`src/rtl/cfr_pkg.sv`:
```
// Shared constants, types and control structures of the command frame responder.
package cfr_pkg;

    localparam int unsigned CFR_FRAME_MAX = 64;
    localparam int unsigned POS_W         = 6;
    localparam int unsigned IDX_W         = 4;
    localparam int unsigned NUM_PARAMS    = 4;
    localparam int unsigned REG_IDX_W     = 2;
    localparam int unsigned ADDR_W        = REG_IDX_W + 2;
    localparam int unsigned DATA_W        = 32;

    typedef logic [DATA_W-1:0] param_word_t;
    typedef logic [REG_IDX_W-1:0] reg_idx_t;

    localparam reg_idx_t REG_PARAM_ONE   = 2'd0;
    localparam reg_idx_t REG_PARAM_TWO   = 2'd1;
    localparam reg_idx_t REG_PARAM_THREE = 2'd2;
    localparam reg_idx_t REG_PARAM_FOUR  = 2'd3;

    localparam param_word_t PARAM_ONE_RESET   = 32'h0000_0005;
    localparam param_word_t PARAM_OTHER_RESET = 32'h0000_00FF;

    localparam logic [15:0] ID_PARAM_ONE   = 16'd1;
    localparam logic [15:0] ID_PARAM_TWO   = 16'd2;
    localparam logic [15:0] ID_PARAM_THREE = 16'd3;
    localparam logic [15:0] ID_PARAM_FOUR  = 16'd4;

    localparam logic [7:0] HDR_SYNC        = 8'hAA;
    localparam logic [7:0] HDR_ADDR        = 8'hFF;
    localparam logic [7:0] FN_PARAM_READ   = 8'hE1;
    localparam logic [7:0] FN_PARAM_REPLY  = 8'hE2;
    localparam logic [7:0] FN_ACK          = 8'hE0;
    localparam logic [7:0] ACK_FN_FIELD    = 8'h00;
    localparam logic [7:0] LEN_PARAM_REPLY = 8'h06;
    localparam logic [7:0] LEN_ACK         = 8'h03;

    localparam logic [POS_W-1:0] POS_FUNC   = 6'd2;
    localparam logic [POS_W-1:0] POS_ID_LO  = 6'd4;
    localparam logic [POS_W-1:0] POS_ID_HI  = 6'd5;
    localparam logic [POS_W-1:0] POS_STAT_A = 6'd15;
    localparam logic [POS_W-1:0] POS_STAT_B = 6'd16;
    localparam logic [POS_W-1:0] POS_LIMIT  = '1;

    // Number of bytes ahead of the two checksum bytes in each reply.
    localparam logic [IDX_W-1:0] READ_DATA_LEN = 4'd10;
    localparam logic [IDX_W-1:0] ACK_DATA_LEN  = 4'd7;
    localparam logic [IDX_W-1:0] NONE_DATA_LEN = 4'd0;

    typedef enum logic [1:0] {
        SEL_DATA,
        SEL_SUM,
        SEL_ACC
    } byte_sel_t;

    typedef struct packed {
        logic             capture;
        logic             load;
        byte_sel_t        sel;
        logic [IDX_W-1:0] idx;
        logic             last;
        logic             clear;
    } dp_cmd_t;

    typedef struct packed {
        logic is_read;
        logic is_ack;
        logic out_free;
    } dp_status_t;

endpackage

```
`src/rtl/cfr_stream_if.sv`:
```
// Receive and transmit byte stream interfaces of the command frame responder.
interface cfr_rx_if;
    logic       valid;
    logic       ready;
    logic [7:0] rx_byte;
    logic       rx_last;

    modport source (output valid, output rx_byte, output rx_last, input ready);
    modport sink (input valid, input rx_byte, input rx_last, output ready);
endinterface

interface cfr_tx_if;
    logic       valid;
    logic       ready;
    logic [7:0] tx_byte;
    logic       tx_last;

    modport source (output valid, output tx_byte, output tx_last, input ready);
    modport sink (input valid, input tx_byte, input tx_last, output ready);
endinterface

```
`src/rtl/cfr_regs.sv`:
```
// APB register file holding the four parameter values.
module cfr_regs
    import cfr_pkg::*;
(
    input  logic                           clk,
    input  logic                           rst_n,
    input  logic                           psel,
    input  logic                           penable,
    input  logic                           pwrite,
    input  logic [ADDR_W-1:0]              paddr,
    input  logic [DATA_W-1:0]              pwdata,
    output logic [DATA_W-1:0]              prdata,
    output logic                           pready,
    output logic [NUM_PARAMS-1:0][DATA_W-1:0] params
);

    logic [NUM_PARAMS-1:0][DATA_W-1:0] param_reg;
    logic [NUM_PARAMS-1:0][DATA_W-1:0] param_next;
    logic                              wr_en;
    reg_idx_t                          wr_idx;

    assign wr_en  = psel && penable && pwrite;
    assign wr_idx = paddr[ADDR_W-1:2];

    always_comb
    begin
        param_next = param_reg;
        if (wr_en)
        begin
            case (wr_idx)
                REG_PARAM_ONE:   param_next[REG_PARAM_ONE]   = pwdata;
                REG_PARAM_TWO:   param_next[REG_PARAM_TWO]   = pwdata;
                REG_PARAM_THREE: param_next[REG_PARAM_THREE] = pwdata;
                REG_PARAM_FOUR:  param_next[REG_PARAM_FOUR]  = pwdata;
                default:         param_next = param_reg;
            endcase
        end
    end

    always_ff @(posedge clk or negedge rst_n)
    begin
        if (!rst_n)
        begin
            param_reg[REG_PARAM_ONE]   <= PARAM_ONE_RESET;
            param_reg[REG_PARAM_TWO]   <= PARAM_OTHER_RESET;
            param_reg[REG_PARAM_THREE] <= PARAM_OTHER_RESET;
            param_reg[REG_PARAM_FOUR]  <= PARAM_OTHER_RESET;
        end
        else
        begin
            param_reg <= param_next;
        end
    end

    assign prdata = param_reg[wr_idx];
    assign pready = 1'b1;
    assign params = param_reg;

endmodule

```
`src/rtl/cfr_ctrl.sv`:
```
// Controller: receive phase and reply sequencing.
module cfr_ctrl
    import cfr_pkg::*;
(
    input  logic       clk,
    input  logic       rst_n,
    input  logic       rx_valid,
    input  logic       rx_last,
    output logic       rx_ready,
    output dp_cmd_t    cmd,
    input  dp_status_t status
);

    typedef enum logic {
        ST_RECV,
        ST_EMIT
    } state_t;

    state_t           state_reg;
    state_t           state_next;
    logic [IDX_W-1:0] idx_reg;
    logic [IDX_W-1:0] idx_next;
    logic [IDX_W-1:0] data_len;

    assign rx_ready = (state_reg == ST_RECV);

    always_comb
    begin
        if (status.is_read)
        begin
            data_len = READ_DATA_LEN;
        end
        else if (status.is_ack)
        begin
            data_len = ACK_DATA_LEN;
        end
        else
        begin
            data_len = NONE_DATA_LEN;
        end
    end

    always_comb
    begin
        cmd         = '0;
        cmd.idx     = idx_reg;
        cmd.sel     = SEL_DATA;
        state_next  = state_reg;
        idx_next    = idx_reg;

        if (idx_reg < data_len)
        begin
            cmd.sel = SEL_DATA;
        end
        else if (idx_reg == data_len)
        begin
            cmd.sel = SEL_SUM;
        end
        else
        begin
            cmd.sel = SEL_ACC;
        end
        cmd.last = (cmd.sel == SEL_ACC);

        case (state_reg)
            ST_RECV:
            begin
                cmd.capture = rx_valid;
                if (rx_valid && rx_last)
                begin
                    state_next = ST_EMIT;
                end
            end
            ST_EMIT:
            begin
                cmd.load  = status.out_free;
                cmd.clear = status.out_free && cmd.last;
                if (status.out_free)
                begin
                    if (cmd.last)
                    begin
                        state_next = ST_RECV;
                        idx_next   = '0;
                    end
                    else
                    begin
                        idx_next = idx_reg + 1'b1;
                    end
                end
            end
            default:
            begin
                state_next = ST_RECV;
                idx_next   = '0;
            end
        endcase
    end

    always_ff @(posedge clk or negedge rst_n)
    begin
        if (!rst_n)
        begin
            state_reg <= ST_RECV;
            idx_reg   <= '0;
        end
        else
        begin
            state_reg <= state_next;
            idx_reg   <= idx_next;
        end
    end

endmodule

```
`src/rtl/cfr_datapath.sv`:
```
// Datapath: frame capture, reply byte selection, checksums and output register.
module cfr_datapath
    import cfr_pkg::*;
(
    input  logic                              clk,
    input  logic                              rst_n,
    input  logic [7:0]                        rx_byte,
    input  logic                              tx_ready,
    input  logic [NUM_PARAMS-1:0][DATA_W-1:0] params,
    input  dp_cmd_t                           cmd,
    output dp_status_t                        status,
    output logic                              tx_valid,
    output logic [7:0]                        tx_byte,
    output logic                              tx_last
);

    logic [POS_W-1:0] pos_reg,    pos_next;
    logic [7:0]       func_reg,   func_next;
    logic [7:0]       id_lo_reg,  id_lo_next;
    logic [7:0]       id_hi_reg,  id_hi_next;
    logic [7:0]       stat_a_reg, stat_a_next;
    logic [7:0]       stat_b_reg, stat_b_next;
    logic [7:0]       sum_reg,    sum_next;
    logic [7:0]       acc_reg,    acc_next;
    logic             tx_valid_reg, tx_valid_next;
    logic [7:0]       tx_byte_reg;
    logic             tx_last_reg;

    param_word_t      param_val;
    logic [7:0]       data_byte;
    logic [7:0]       out_byte;
    logic             is_read;
    logic             is_ack;

    assign is_read = (func_reg == FN_PARAM_READ);
    assign is_ack  = (func_reg == FN_ACK);

    always_comb
    begin
        case ({id_hi_reg, id_lo_reg})
            ID_PARAM_ONE:   param_val = params[REG_PARAM_ONE];
            ID_PARAM_TWO:   param_val = params[REG_PARAM_TWO];
            ID_PARAM_THREE: param_val = params[REG_PARAM_THREE];
            ID_PARAM_FOUR:  param_val = params[REG_PARAM_FOUR];
            default:        param_val = '0;
        endcase
    end

    // Reply body by byte index; the parameter value goes out least significant byte first.
    always_comb
    begin
        data_byte = '0;
        if (is_read)
        begin
            case (cmd.idx)
                4'd0:    data_byte = HDR_SYNC;
                4'd1:    data_byte = HDR_ADDR;
                4'd2:    data_byte = FN_PARAM_REPLY;
                4'd3:    data_byte = LEN_PARAM_REPLY;
                4'd4:    data_byte = id_lo_reg;
                4'd5:    data_byte = id_hi_reg;
                4'd6:    data_byte = param_val[7:0];
                4'd7:    data_byte = param_val[15:8];
                4'd8:    data_byte = param_val[23:16];
                4'd9:    data_byte = param_val[31:24];
                default: data_byte = '0;
            endcase
        end
        else
        begin
            case (cmd.idx)
                4'd0:    data_byte = HDR_SYNC;
                4'd1:    data_byte = HDR_ADDR;
                4'd2:    data_byte = ACK_FN_FIELD;
                4'd3:    data_byte = LEN_ACK;
                4'd4:    data_byte = func_reg;
                4'd5:    data_byte = stat_a_reg;
                4'd6:    data_byte = stat_b_reg;
                default: data_byte = '0;
            endcase
        end
    end

    always_comb
    begin
        case (cmd.sel)
            SEL_DATA: out_byte = data_byte;
            SEL_SUM:  out_byte = sum_reg;
            SEL_ACC:  out_byte = acc_reg;
            default:  out_byte = '0;
        endcase
    end

    always_comb
    begin
        pos_next    = pos_reg;
        func_next   = func_reg;
        id_lo_next  = id_lo_reg;
        id_hi_next  = id_hi_reg;
        stat_a_next = stat_a_reg;
        stat_b_next = stat_b_reg;
        sum_next    = sum_reg;
        acc_next    = acc_reg;

        if (cmd.capture)
        begin
            if (32'(pos_reg) < CFR_FRAME_MAX)
            begin
                case (pos_reg)
                    POS_FUNC:   func_next   = rx_byte;
                    POS_ID_LO:  id_lo_next  = rx_byte;
                    POS_ID_HI:  id_hi_next  = rx_byte;
                    POS_STAT_A: stat_a_next = rx_byte;
                    POS_STAT_B: stat_b_next = rx_byte;
                    default:    func_next   = func_reg;
                endcase
            end
            if (pos_reg != POS_LIMIT)
            begin
                pos_next = pos_reg + 1'b1;
            end
        end

        // The second checksum accumulates the running sum after each body byte.
        if (cmd.load && (cmd.sel == SEL_DATA))
        begin
            sum_next = sum_reg + data_byte;
            acc_next = acc_reg + sum_next;
        end

        if (cmd.clear)
        begin
            pos_next    = '0;
            func_next   = '0;
            id_lo_next  = '0;
            id_hi_next  = '0;
            stat_a_next = '0;
            stat_b_next = '0;
            sum_next    = '0;
            acc_next    = '0;
        end
    end

    always_comb
    begin
        tx_valid_next = tx_valid_reg;
        if (cmd.load)
        begin
            tx_valid_next = 1'b1;
        end
        else if (tx_ready)
        begin
            tx_valid_next = 1'b0;
        end
    end

    always_ff @(posedge clk or negedge rst_n)
    begin
        if (!rst_n)
        begin
            pos_reg      <= '0;
            func_reg     <= '0;
            id_lo_reg    <= '0;
            id_hi_reg    <= '0;
            stat_a_reg   <= '0;
            stat_b_reg   <= '0;
            sum_reg      <= '0;
            acc_reg      <= '0;
            tx_valid_reg <= 1'b0;
        end
        else
        begin
            pos_reg      <= pos_next;
            func_reg     <= func_next;
            id_lo_reg    <= id_lo_next;
            id_hi_reg    <= id_hi_next;
            stat_a_reg   <= stat_a_next;
            stat_b_reg   <= stat_b_next;
            sum_reg      <= sum_next;
            acc_reg      <= acc_next;
            tx_valid_reg <= tx_valid_next;
        end
    end

    always_ff @(posedge clk)
    begin
        if (cmd.load)
        begin
            tx_byte_reg <= out_byte;
            tx_last_reg <= cmd.last;
        end
    end

    assign status.is_read  = is_read;
    assign status.is_ack   = is_ack;
    assign status.out_free = !tx_valid_reg || tx_ready;

    assign tx_valid = tx_valid_reg;
    assign tx_byte  = tx_byte_reg;
    assign tx_last  = tx_last_reg;

endmodule

```
`src/rtl/command_frame_responder.sv`:
```
// Top level of the command frame responder.
//
// A command frame arrives on rx one word per cycle, rx_last on its final word.
// The block keeps the function code, the 16-bit parameter id and two status
// words, and after the final word streams a reply on tx, tx_last marking the
// closing cumulative checksum word.
// The final rx word moves the controller into its emit state, which loads
// the first reply word into the tx output register once that is free.
// Replies are 12 words for a parameter read, 9 for an acknowledge and 2
// otherwise, one word a cycle when tx is not stalled. Receive runs at one
// word per cycle; rx.ready is low while the reply is being loaded into the
// tx output register, which the reply sequencer fills one word at a time.
// The last reply word may still wait in the output register while the
// next frame is taken.
// A tx stall holds the output word and freezes the reply sequencer.
// Reset clears the frame capture and loads the parameter registers with
// their defaults (5, 255, 255, 255); the APB port writes them at offsets
// 0x0, 0x4, 0x8 and 0xC and reads them back with no wait states.
module command_frame_responder
    import cfr_pkg::*;
(
    input  logic              clk,
    input  logic              rst_n,
    cfr_rx_if.sink            rx,
    cfr_tx_if.source          tx,
    input  logic              psel,
    input  logic              penable,
    input  logic              pwrite,
    input  logic [ADDR_W-1:0] paddr,
    input  logic [DATA_W-1:0] pwdata,
    output logic [DATA_W-1:0] prdata,
    output logic              pready
);

    logic [NUM_PARAMS-1:0][DATA_W-1:0] params;
    dp_cmd_t                           cmd;
    dp_status_t                        status;

    cfr_regs u_regs (
        .clk     (clk),
        .rst_n   (rst_n),
        .psel    (psel),
        .penable (penable),
        .pwrite  (pwrite),
        .paddr   (paddr),
        .pwdata  (pwdata),
        .prdata  (prdata),
        .pready  (pready),
        .params  (params)
    );

    cfr_ctrl u_ctrl (
        .clk      (clk),
        .rst_n    (rst_n),
        .rx_valid (rx.valid),
        .rx_last  (rx.rx_last),
        .rx_ready (rx.ready),
        .cmd      (cmd),
        .status   (status)
    );

    cfr_datapath u_datapath (
        .clk      (clk),
        .rst_n    (rst_n),
        .rx_byte  (rx.rx_byte),
        .tx_ready (tx.ready),
        .params   (params),
        .cmd      (cmd),
        .status   (status),
        .tx_valid (tx.valid),
        .tx_byte  (tx.tx_byte),
        .tx_last  (tx.tx_last)
    );

endmodule

```
`src/flat_wrapper.sv`:
```
// flat-port wrapper written by rule: the top's interface ports become plain ports
module command_frame_responder_flat import cfr_pkg::*;
  (clk, rst_n, psel, penable, pwrite, paddr, pwdata, prdata, pready, rx_valid, rx_rx_byte, rx_rx_last, rx_ready, tx_valid, tx_tx_byte, tx_tx_last, tx_ready);
  cfr_rx_if rx_i ();
  cfr_tx_if tx_i ();
  input  logic clk;
  input  logic rst_n;
  input  logic psel;
  input  logic penable;
  input  logic pwrite;
  input  logic [ADDR_W-1:0] paddr;
  input  logic [DATA_W-1:0] pwdata;
  output logic [DATA_W-1:0] prdata;
  output logic pready;
  input wire logic [$bits(rx_i.valid)-1:0] rx_valid;
  input wire logic [$bits(rx_i.rx_byte)-1:0] rx_rx_byte;
  input wire logic [$bits(rx_i.rx_last)-1:0] rx_rx_last;
  output wire logic [$bits(rx_i.ready)-1:0] rx_ready;
  output wire logic [$bits(tx_i.valid)-1:0] tx_valid;
  output wire logic [$bits(tx_i.tx_byte)-1:0] tx_tx_byte;
  output wire logic [$bits(tx_i.tx_last)-1:0] tx_tx_last;
  input wire logic [$bits(tx_i.ready)-1:0] tx_ready;
  assign rx_i.valid = rx_valid;
  assign rx_i.rx_byte = rx_rx_byte;
  assign rx_i.rx_last = rx_rx_last;
  assign rx_ready = rx_i.ready;
  assign tx_valid = tx_i.valid;
  assign tx_tx_byte = tx_i.tx_byte;
  assign tx_tx_last = tx_i.tx_last;
  assign tx_i.ready = tx_ready;
  command_frame_responder u_core (.clk(clk), .rst_n(rst_n), .rx(rx_i), .tx(tx_i), .psel(psel), .penable(penable), .pwrite(pwrite), .paddr(paddr), .pwdata(pwdata), .prdata(prdata), .pready(pready));
endmodule
```
`config.mk`:
```
export PLATFORM = sky130hd
export DESIGN_NAME = command_frame_responder_flat
export DESIGN_NICKNAME = d
export VERILOG_FILES = /design/src/rtl/cfr_pkg.sv /design/src/rtl/cfr_stream_if.sv /design/src/rtl/cfr_regs.sv /design/src/rtl/cfr_ctrl.sv /design/src/rtl/cfr_datapath.sv /design/src/rtl/command_frame_responder.sv /design/src/flat_wrapper.sv
export SDC_FILE = /design/constraint.sdc
export NUM_CORES = 1
export LEC_CHECK = 0
export ABC_CLOCK_PERIOD_IN_PS = 6520
export BUFFER_PORTS_ARGS = -buffer_cell sky130_fd_sc_hd__buf_2
export CAP_MARGIN = 30
export CORE_MARGIN = 1
export CORE_UTILIZATION = 45
export CTS_CLUSTER_DIAMETER = 50
export DETAILED_ROUTE_END_ITERATION = 6
export GPL_TIMING_DRIVEN = 0
export PLACE_DENSITY = 0.69
export SYNTH_ARGS = -nofsm -noshare
export SYNTH_HDL_FRONTEND = slang
export SYNTH_SLANG_ARGS = --single-unit
```
`constraint.sdc`:
```
create_clock -name clk -period 6.52 [get_ports clk]
set_input_delay 1.304 -clock clk [delete_from_list [all_inputs] [get_ports clk]]
set_output_delay 1.304 -clock clk [all_outputs]
set_load 0.05 [all_outputs]
```
==> metrics.md, run 1 <==
| Metric | Value |
|---|---|
| Sequential fraction of the synthesis area | 47.1% |
| Finished Core Util | between 50% and 60% |
| Root Buffer Master | clkbuf_16 |
| HP Class | flip-flop to flip-flop |
| Die area | between 20000 and 30000 um2 |
| CP Max Fanout | 10 |
| Final Worst Setup Slack | ~0.34 ns |
| Hold_sp | u_core.u_datapath.tx_valid |
| Asr flop ratio synth | 95.6% |
| Ports | 96 |
| # clock sinks | around 210 |
| Placer Congestion | 0.864 |
| Drt initial violations | 826 |
| First-pass GRT wire length | about 46 mm |
| Status | finished clean |
| Initial antenna violation count | 0 |
| Highest routed layer | met4 |
| # H-tree levels | 1 |
| Number of flops mapped to enable cells by yosys | 9 |
| Clk pin slew, worst setup/hold paths | 0.06 ns |
| Drt drc | 0 |
| Post-synthesis instance area | 11100 um2 |
| RSZ-0062 raised after global routing | no |
| Final Hold Viols | 0 |
| Max reg flops | 128 |
| Max Root-Sink Buffers | 3 |
| Cell variety after synth | between 60 and 70 |
| Final setup viols | 0 |
| CTS Buf Count | 25 |
| Slew margin rel. | between 30% and 40% |
| DR WL met3 | 1.81 mm |
| FP Rows | 57 |
| DR vias/cell | slightly below 6 |
| Synth-to-Final Area Change | 15.2% |
| Die X | between 150 and 200 um |
| Worst-Skew Late Latency | approximately 0.52 ns |
| Hold Path Depth | 2 |
| Max Clock Freq | roughly 160 MHz |
| Final clock skew | ~0.019 ns |
| Synthesized flop and latch total | 205 |
| Most used DFF post-synth | dfrtp_1 |
| Max_cap viols | 0 |
| M1 WL | about 13 mm |
| GRT overflow | 0 |
| Post-CTS resize count | 0 |
| Worst vdd ir | between 0.3 and 0.4 mV |
| DR WL/cell | roughly 21 um |
| Syn avg cell area | approximately 12 um2 |
| Post-DP Area | approximately 12000 um2 |
| DRT Wirelength | ~29 mm |
| Critical path endpoint category | flip-flop |
| Layout net count | around 1100 |
| YS warnings | 0 |
| CTS tree | yes |
| Final Critical Period | roughly 6.2 ns |
| LEAKAGE | between 5 and 6 nW |
| Core area | ~24000 um2 |
| Worst R2R Path Depth | 24 |
| IO Port Bufs | 90 |
| Min-Delay Endpoint | u_core.u_datapath.tx_valid |
| Hold WS | about 0.51 ns |
| PD cells | 444 nW/um2 |
| Largest net degree at the start of global routing | 108 |
| Hold buffers post-CTS | 0 |
| Setup WS pre-CTS | between 0.5 and 0.6 ns |
| ANT cells | 0 |
| Crit path DAT | between 6 and 7 ns |
| Setup CP Type | flip-flop to flip-flop |
| Worst-margin pin slew | 0.947 ns |
| Final antenna-violating net count | 0 |
| Starting Density | a little under half |
| Design Area, Final | between 10000 and 15000 um2 |
| Met2 wire len | 13.8 mm |
| CP startpoint kind | flip-flop |
| R2r endpoint | u_core.u_datapath.acc_reg[7] |
| Cell count after synthesis | a little over 900 |
| WP data required | slightly below 7 ns |
| Detail Placement HPWL | roughly 20 mm |
| Final setup TNS | 0 ns |
| Vias in the first global route | between 8000 and 9000 |
| R2R Path Start | u_core.u_datapath.id_lo_reg[3] |
| Total track usage | between 20% and 30% |
| Max Slew Vio Count | 0 |
| Vias | 8145 |
| Period utilization | 94.7% |
| Number of buffers added for setup after CTS | 0 |
| R2R setup slack | 0.34 ns |
| Layout cells sized above 1 | approximately a third |
| First-pass DRT Iterations | 7 |
| Syn nets | a little under 1000 |
| Die Height | 159 um |
-- worst max-delay path, stage by stage, from the launching register on --
cell and delay, ns:
dfrtp_1 0.40, nor4_1 0.28, and4_1 0.29, and3b_1 0.17
clkbuf_1 0.48, clkbuf_1 0.54, a222oi_1 0.25, o22ai_1 0.30
nor2_1 0.13, o22ai_1 0.24, ha_1 0.22, inv_1 0.07
fa_1 0.43, nor2_1 0.11, o21ai_0 0.07, nor2b_1 0.16
xnor2_1 0.22, ha_1 0.33, nand3_1 0.11, o211ai_1 0.14
o41ai_1 0.45, xnor2_1 0.18, xnor3_1 0.25, a21oi_1 0.15
o22ai_1 0.09
-- synth_stat cells, drive strengths merged, types with 4 or more instances --
| cell | n | share of area [%] |
|---|---|---|
| nor3 | 9 | 0.41 |
| o221ai | 6 | 0.48 |
| xnor2 | 9 | 0.71 |
| mux2i | 53 | 4.8 |
| o22ai | 14 | 0.79 |
| nand2 | 40 | 1.4 |
| o21ai | 35 | 1.6 |
| and3b | 4 | 0.32 |
| xor2 | 7 | 0.55 |
| inv | 26 | 0.88 |
| nand3 | 11 | 0.50 |
| a22oi | 6 | 0.41 |
| a222oi | 24 | 2.2 |
| mux4 | 32 | 6.5 |
| nor2 | 73 | 2.5 |
| dfrtp | 170 | 38 |
| a22o | 10 | 0.79 |
| buf | 24 | 1.0 |
| dfstp | 26 | 6.2 |
| a211oi | 4 | 0.27 |
| edfxtp | 9 | 2.4 |
| o21a | 9 | 0.61 |
| nand3b | 4 | 0.34 |
| clkbuf | 37 | 1.3 |
| mux2 | 156 | 16 |
| a21o | 6 | 0.41 |
| nor4 | 4 | 0.23 |
| a31oi | 6 | 0.34 |
| nand2b | 5 | 0.28 |
| a221oi | 6 | 0.53 |
| ha | 26 | 2.9 |
| a21oi | 26 | 1.2 |
-- worst max-delay path by stage --
stage | startpoint | endpoint | slack (ns) | cells past startpoint
after floorplan | u_core.u_datapath.id_hi_reg[1] | u_core.u_datapath.acc_reg[7] | 1.83 | 24
final | u_core.u_datapath.id_lo_reg[3] | u_core.u_datapath.acc_reg[7] | 0.34 | 24
after global routing | u_core.u_datapath.id_lo_reg[3] | u_core.u_datapath.acc_reg[7] | 0.09 | 24
after global placement | u_core.u_datapath.id_lo_reg[3] | u_core.u_datapath.acc_reg[7] | 0.55 | 24
after CTS | u_core.u_datapath.id_hi_reg[1] | u_core.u_datapath.acc_reg[7] | 0.50 | 24
after detailed placement | u_core.u_datapath.id_hi_reg[1] | u_core.u_datapath.acc_reg[7] | 0.54 | 24
-- cell families after synthesis --
logic type	synth area share [%]
fa+ha+maj	3.30
simple gates	7.17
compound gates	10.6
buf+inv	3.14
mux	27.2
other cells	0.0339
xor+xnor	1.47
flops	47.1
-- where the power goes --
part           internal, mW  switching (mW)  total, mW
combinational         0.959            1.49       2.45
sequential             1.65           0.254       1.90
clock                 0.758           0.549       1.31
-- cell type report --
cell class / count / area [um2]
inverter: 26 / 97.6
tap: 324 / 405
buffer: 61 / 250
sequential: 205 / 5210
timing repair buffer: 92 / 503
fill: 2144 / 11500
multi-input combinational: 623 / 5510
clock inverter: 10 / 78.8
clock buffer: 34 / 699
-- per-stage QoR --
stage | std cells | total power, mW
after global placement | 1329 | 4.29
after CTS | 1374 | 5.68
after global routing | 1375 | 5.99
final | 1375 | 5.66
after floorplan | 915 | 3.69
after detailed placement | 1330 | 4.34
-- routing by layer --
layer | vias to the layer above | GRT usage (%)
met4 | 0 | 5.65
met2 | 291 | 38.3
li1 | 3665 | -
met3 | 55 | 4.34
met1 | 4134 | 31.7
met5 | - | 0
-- layout by cell type, fill, tap and decap left out, types with 4 or more instances in the layout --
| cell | instances |
|---|---|
| mux2i_1 | 53 |
| nand2_1 | 40 |
| a31oi_1 | 6 |
| nand2b_1 | 5 |
| inv_6 | 4 |
| o221ai_1 | 6 |
| a22o_1 | 10 |
| nor2_1 | 73 |
| and3b_1 | 4 |
| dfrtp_1 | 170 |
| ha_1 | 26 |
| inv_1 | 26 |
| o21ai_0 | 34 |
| buf_1 | 14 |
| dfstp_2 | 26 |
| a222oi_1 | 24 |
| clkbuf_8 | 4 |
| nor3_1 | 9 |
| nor4_1 | 4 |
| a211oi_1 | 4 |
| o21a_1 | 9 |
| mux2_2 | 156 |
| o22ai_1 | 14 |
| xnor2_1 | 9 |
| clkbuf_16 | 25 |
| a21oi_1 | 26 |
| buf_2 | 97 |
| xor2_1 | 7 |
| clkbuf_1 | 42 |
| mux4_2 | 32 |
| edfxtp_1 | 9 |
| nand3_1 | 11 |
| a22oi_1 | 6 |
| a21o_1 | 6 |
| a221oi_1 | 5 |
(Power assumes the default switching activity.)
==> run 2, diff against run 1 <==
--- a/config.mk
+++ b/config.mk
@@ -6,14 +6,14 @@
 export NUM_CORES = 1
 export LEC_CHECK = 0
 export ABC_CLOCK_PERIOD_IN_PS = 6520
-export BUFFER_PORTS_ARGS = -buffer_cell sky130_fd_sc_hd__buf_2
 export CAP_MARGIN = 30
 export CORE_MARGIN = 1
 export CORE_UTILIZATION = 45
 export CTS_CLUSTER_DIAMETER = 50
 export DETAILED_ROUTE_END_ITERATION = 6
+export DONT_BUFFER_PORTS = 1
 export GPL_TIMING_DRIVEN = 0
-export PLACE_DENSITY = 0.69
+export PLACE_DENSITY = 0.66
 export SYNTH_ARGS = -nofsm -noshare
 export SYNTH_HDL_FRONTEND = slang
 export SYNTH_SLANG_ARGS = --single-unit
==> constraint.sdc (replaced) <==
create_clock -name clk -period 6.52 [get_ports clk]
set_input_delay 0.652 -clock clk [delete_from_list [all_inputs] [get_ports clk]]
set_output_delay 0.652 -clock clk [all_outputs]
set_load 0.05 [all_outputs]
==> run 2 against run 1 <==
Effect of this change: the run now ends with DRC left; largest cell class unchanged; sequential cell count unchanged; register-to-register slack better by 0.17 ns; count of clock-buffer cells in the layout down 1; highest routed layer unchanged; cell area down 3.5%; final cell count down 6.5%; sequential power up 7%; routed wire length up 2.0%; critical path type unchanged; critical path depth unchanged; power down 0.72%; die area unchanged; via count down 4.5%.
==> metrics.md, run 2 (synthesis results as in run 1) <==
| Metric | Value |
|---|---|
| Ports | 96 |
| Synth-to-Final Area Change | 11.2% |
| FP Rows | between 50 and 60 |
| CTS tree | yes |
| Final Critical Period | between 6 and 7 ns |
| Most common cell after layout, fill and taps aside | dfrtp_1 |
| Layout net count | a little over 1000 |
| Detail Placement HPWL | about 20 mm |
| # clock sinks | between 200 and 250 |
| Die Height | ~160 um |
| Core area | about 24000 um2 |
| Largest net degree at the start of global routing | ~190 |
| Final Power | between 5 and 6 mW |
| Final Hold Viols | 0 |
| Clk pin slew, worst setup/hold paths | about 0.07 ns |
| Worst vdd ir | ~0.36 mV |
| ANT cells | 0 |
| CP Max Fanout | 10 |
| IO Port Bufs | 0 |
| Final setup TNS | 0 ns |
| Setup CP Type | flip-flop to flip-flop |
| Drt drc | 6 |
| Max Clock Freq | 167 MHz |
| CTS Buf Count | 25 |
| Commonest cells after routing, fill and taps aside | dfrtp_1 (170), mux2_2 (156), nor2_1 (73) |
| CP startpoint kind | flip-flop |
| Starting Density | between 40% and 50% |
| Max Slew Vio Count | 0 |
| Worst-margin pin slew | between 0.9 and 1 ns |
| Critical path endpoint category | flip-flop |
| DR WL/cell | around 23 um |
| Number of buffers added for setup after CTS | 0 |
| First-pass GRT wire length | between 40 and 50 mm |
| Crit path DAT | around 6.4 ns |
| Die area | 25200 um2 |
| Die X | about 160 um |
| Max Root-Sink Buffers | 3 |
| WP data required | between 6 and 7 ns |
| Final antenna-violating net count | 0 |
| Placer Congestion | ~0.86 |
| Final Worst Setup Slack | 0.516 ns |
| Status | finished with violations |
| DRT Wirelength | about 30 mm |
| GRT overflow | 0 |
| Final clock skew | 0.0193 ns |
| Initial antenna violation count | 0 |
| Total track usage | 23.7% |
| Failing checks | DRC |
| DR vias/cell | ~6 |
| Period utilization | approximately 92% |
| Root Buffer Master | clkbuf_16 |
| Vias | roughly 7800 |
| RSZ-0062 raised after global routing | no |
| Setup WS pre-CTS | 0.331 ns |
| Max_cap viols | 0 |
| Final setup viols | 0 |
| # H-tree levels | 1 |
| Hold WS | 0.115 ns |
| PD cells | roughly 460 nW/um2 |
| First-pass DRT Iterations | 7 |
| Drt initial violations | 815 |
| Worst-Skew Late Latency | 0.53 ns |
| Vias in the first global route | approximately 8000 |
| LEAKAGE | approximately 5.3 nW |
| Max reg flops | 128 |
| Slew margin rel. | 33.8% |
| Layout cells sized above 1 | 28.5% |
| HP Class | input pin to async pin |
==> run 2: worst max-delay path, cell delays in order (launching register included) <==
cell	delay, ns
dfrtp_1	0.41
nor4_1	0.28
and4_1	0.28
and3_1	0.20
buf_2	0.30
buf_1	0.52
a22oi_1	0.21
o221ai_1	0.21
nor2_1	0.11
o22ai_1	0.26
ha_1	0.23
inv_1	0.06
fa_1	0.42
nor2_1	0.13
o21ai_0	0.09
nor2b_1	0.16
xnor2_1	0.23
ha_1	0.33
nand3_1	0.11
o211ai_1	0.12
o41ai_1	0.51
xnor2_1	0.19
xnor3_1	0.25
a21oi_1	0.16
o22ai_1	0.10
==> run 2: metrics by stage <==
stage	instances	area [um2]	util (%)
2_1_floorplan	915	11100	-
3_3_place_gp	1239	11500	47.3
3_5_place_dp	1239	11500	47.3
4_1_cts	1286	12300	50.7
5_1_grt	1285	12300	50.7
6_report	1285	12300	50.7
==> run 2: final timing paths <==
| check | end | cells past startpoint | startpoint | slack, ns |
|---|---|---|---|---|
| worst max-delay path | u_core.u_datapath.acc_reg[7] | 24 | u_core.u_datapath.id_hi_reg[1] | 0.52 |
| worst min-delay path | u_core.u_regs.params[62] | 1 | rst_n | 0.12 |
| worst max register to register | u_core.u_datapath.acc_reg[7] | 24 | u_core.u_datapath.id_hi_reg[1] | 0.52 |
| worst min register to register | u_core.u_datapath.sum_reg[1] | 2 | u_core.u_datapath.sum_reg[1] | 0.52 |
| max in group asynchronous | u_core.u_datapath.sum_reg[6] | 1 | rst_n | 5.60 |
| min in group clk | u_core.u_regs.params[21] | 1 | pwdata[21] | 0.27 |
==> run 2: where the power goes <==
part	switching [mW]	internal (mW)
Sequential	0.377	1.65
Clock	0.553	0.810
Combinational	1.34	0.893
==> run 2: timing repair <==
item,CTS,global route
endpoints found under the setup margin,0,1
hold buffers,2,0
gates resized for setup,0,3
hold endpoints to repair,190,0
==> run 2: metal layers <==
metal	vias to the layer above	routed length [um]	track usage, %
li1	3485	-	-
met1	3953	12600	31.5
met2	280	14000	38.9
met3	59	1940	4.75
met4	0	830	7.19
met5	-	0	0
==> run 2: final cells by class <==
type | count | area, um2
multi-input cells | 623 | 5510
fillers | 2163 | 11900
clock buffers | 33 | 676
flip-flops and latches | 205 | 5210
inverters | 26 | 97.6
clock inverters | 12 | 121
repair buffers | 2 | 37.5
well taps | 324 | 405
plain buffers | 60 | 249
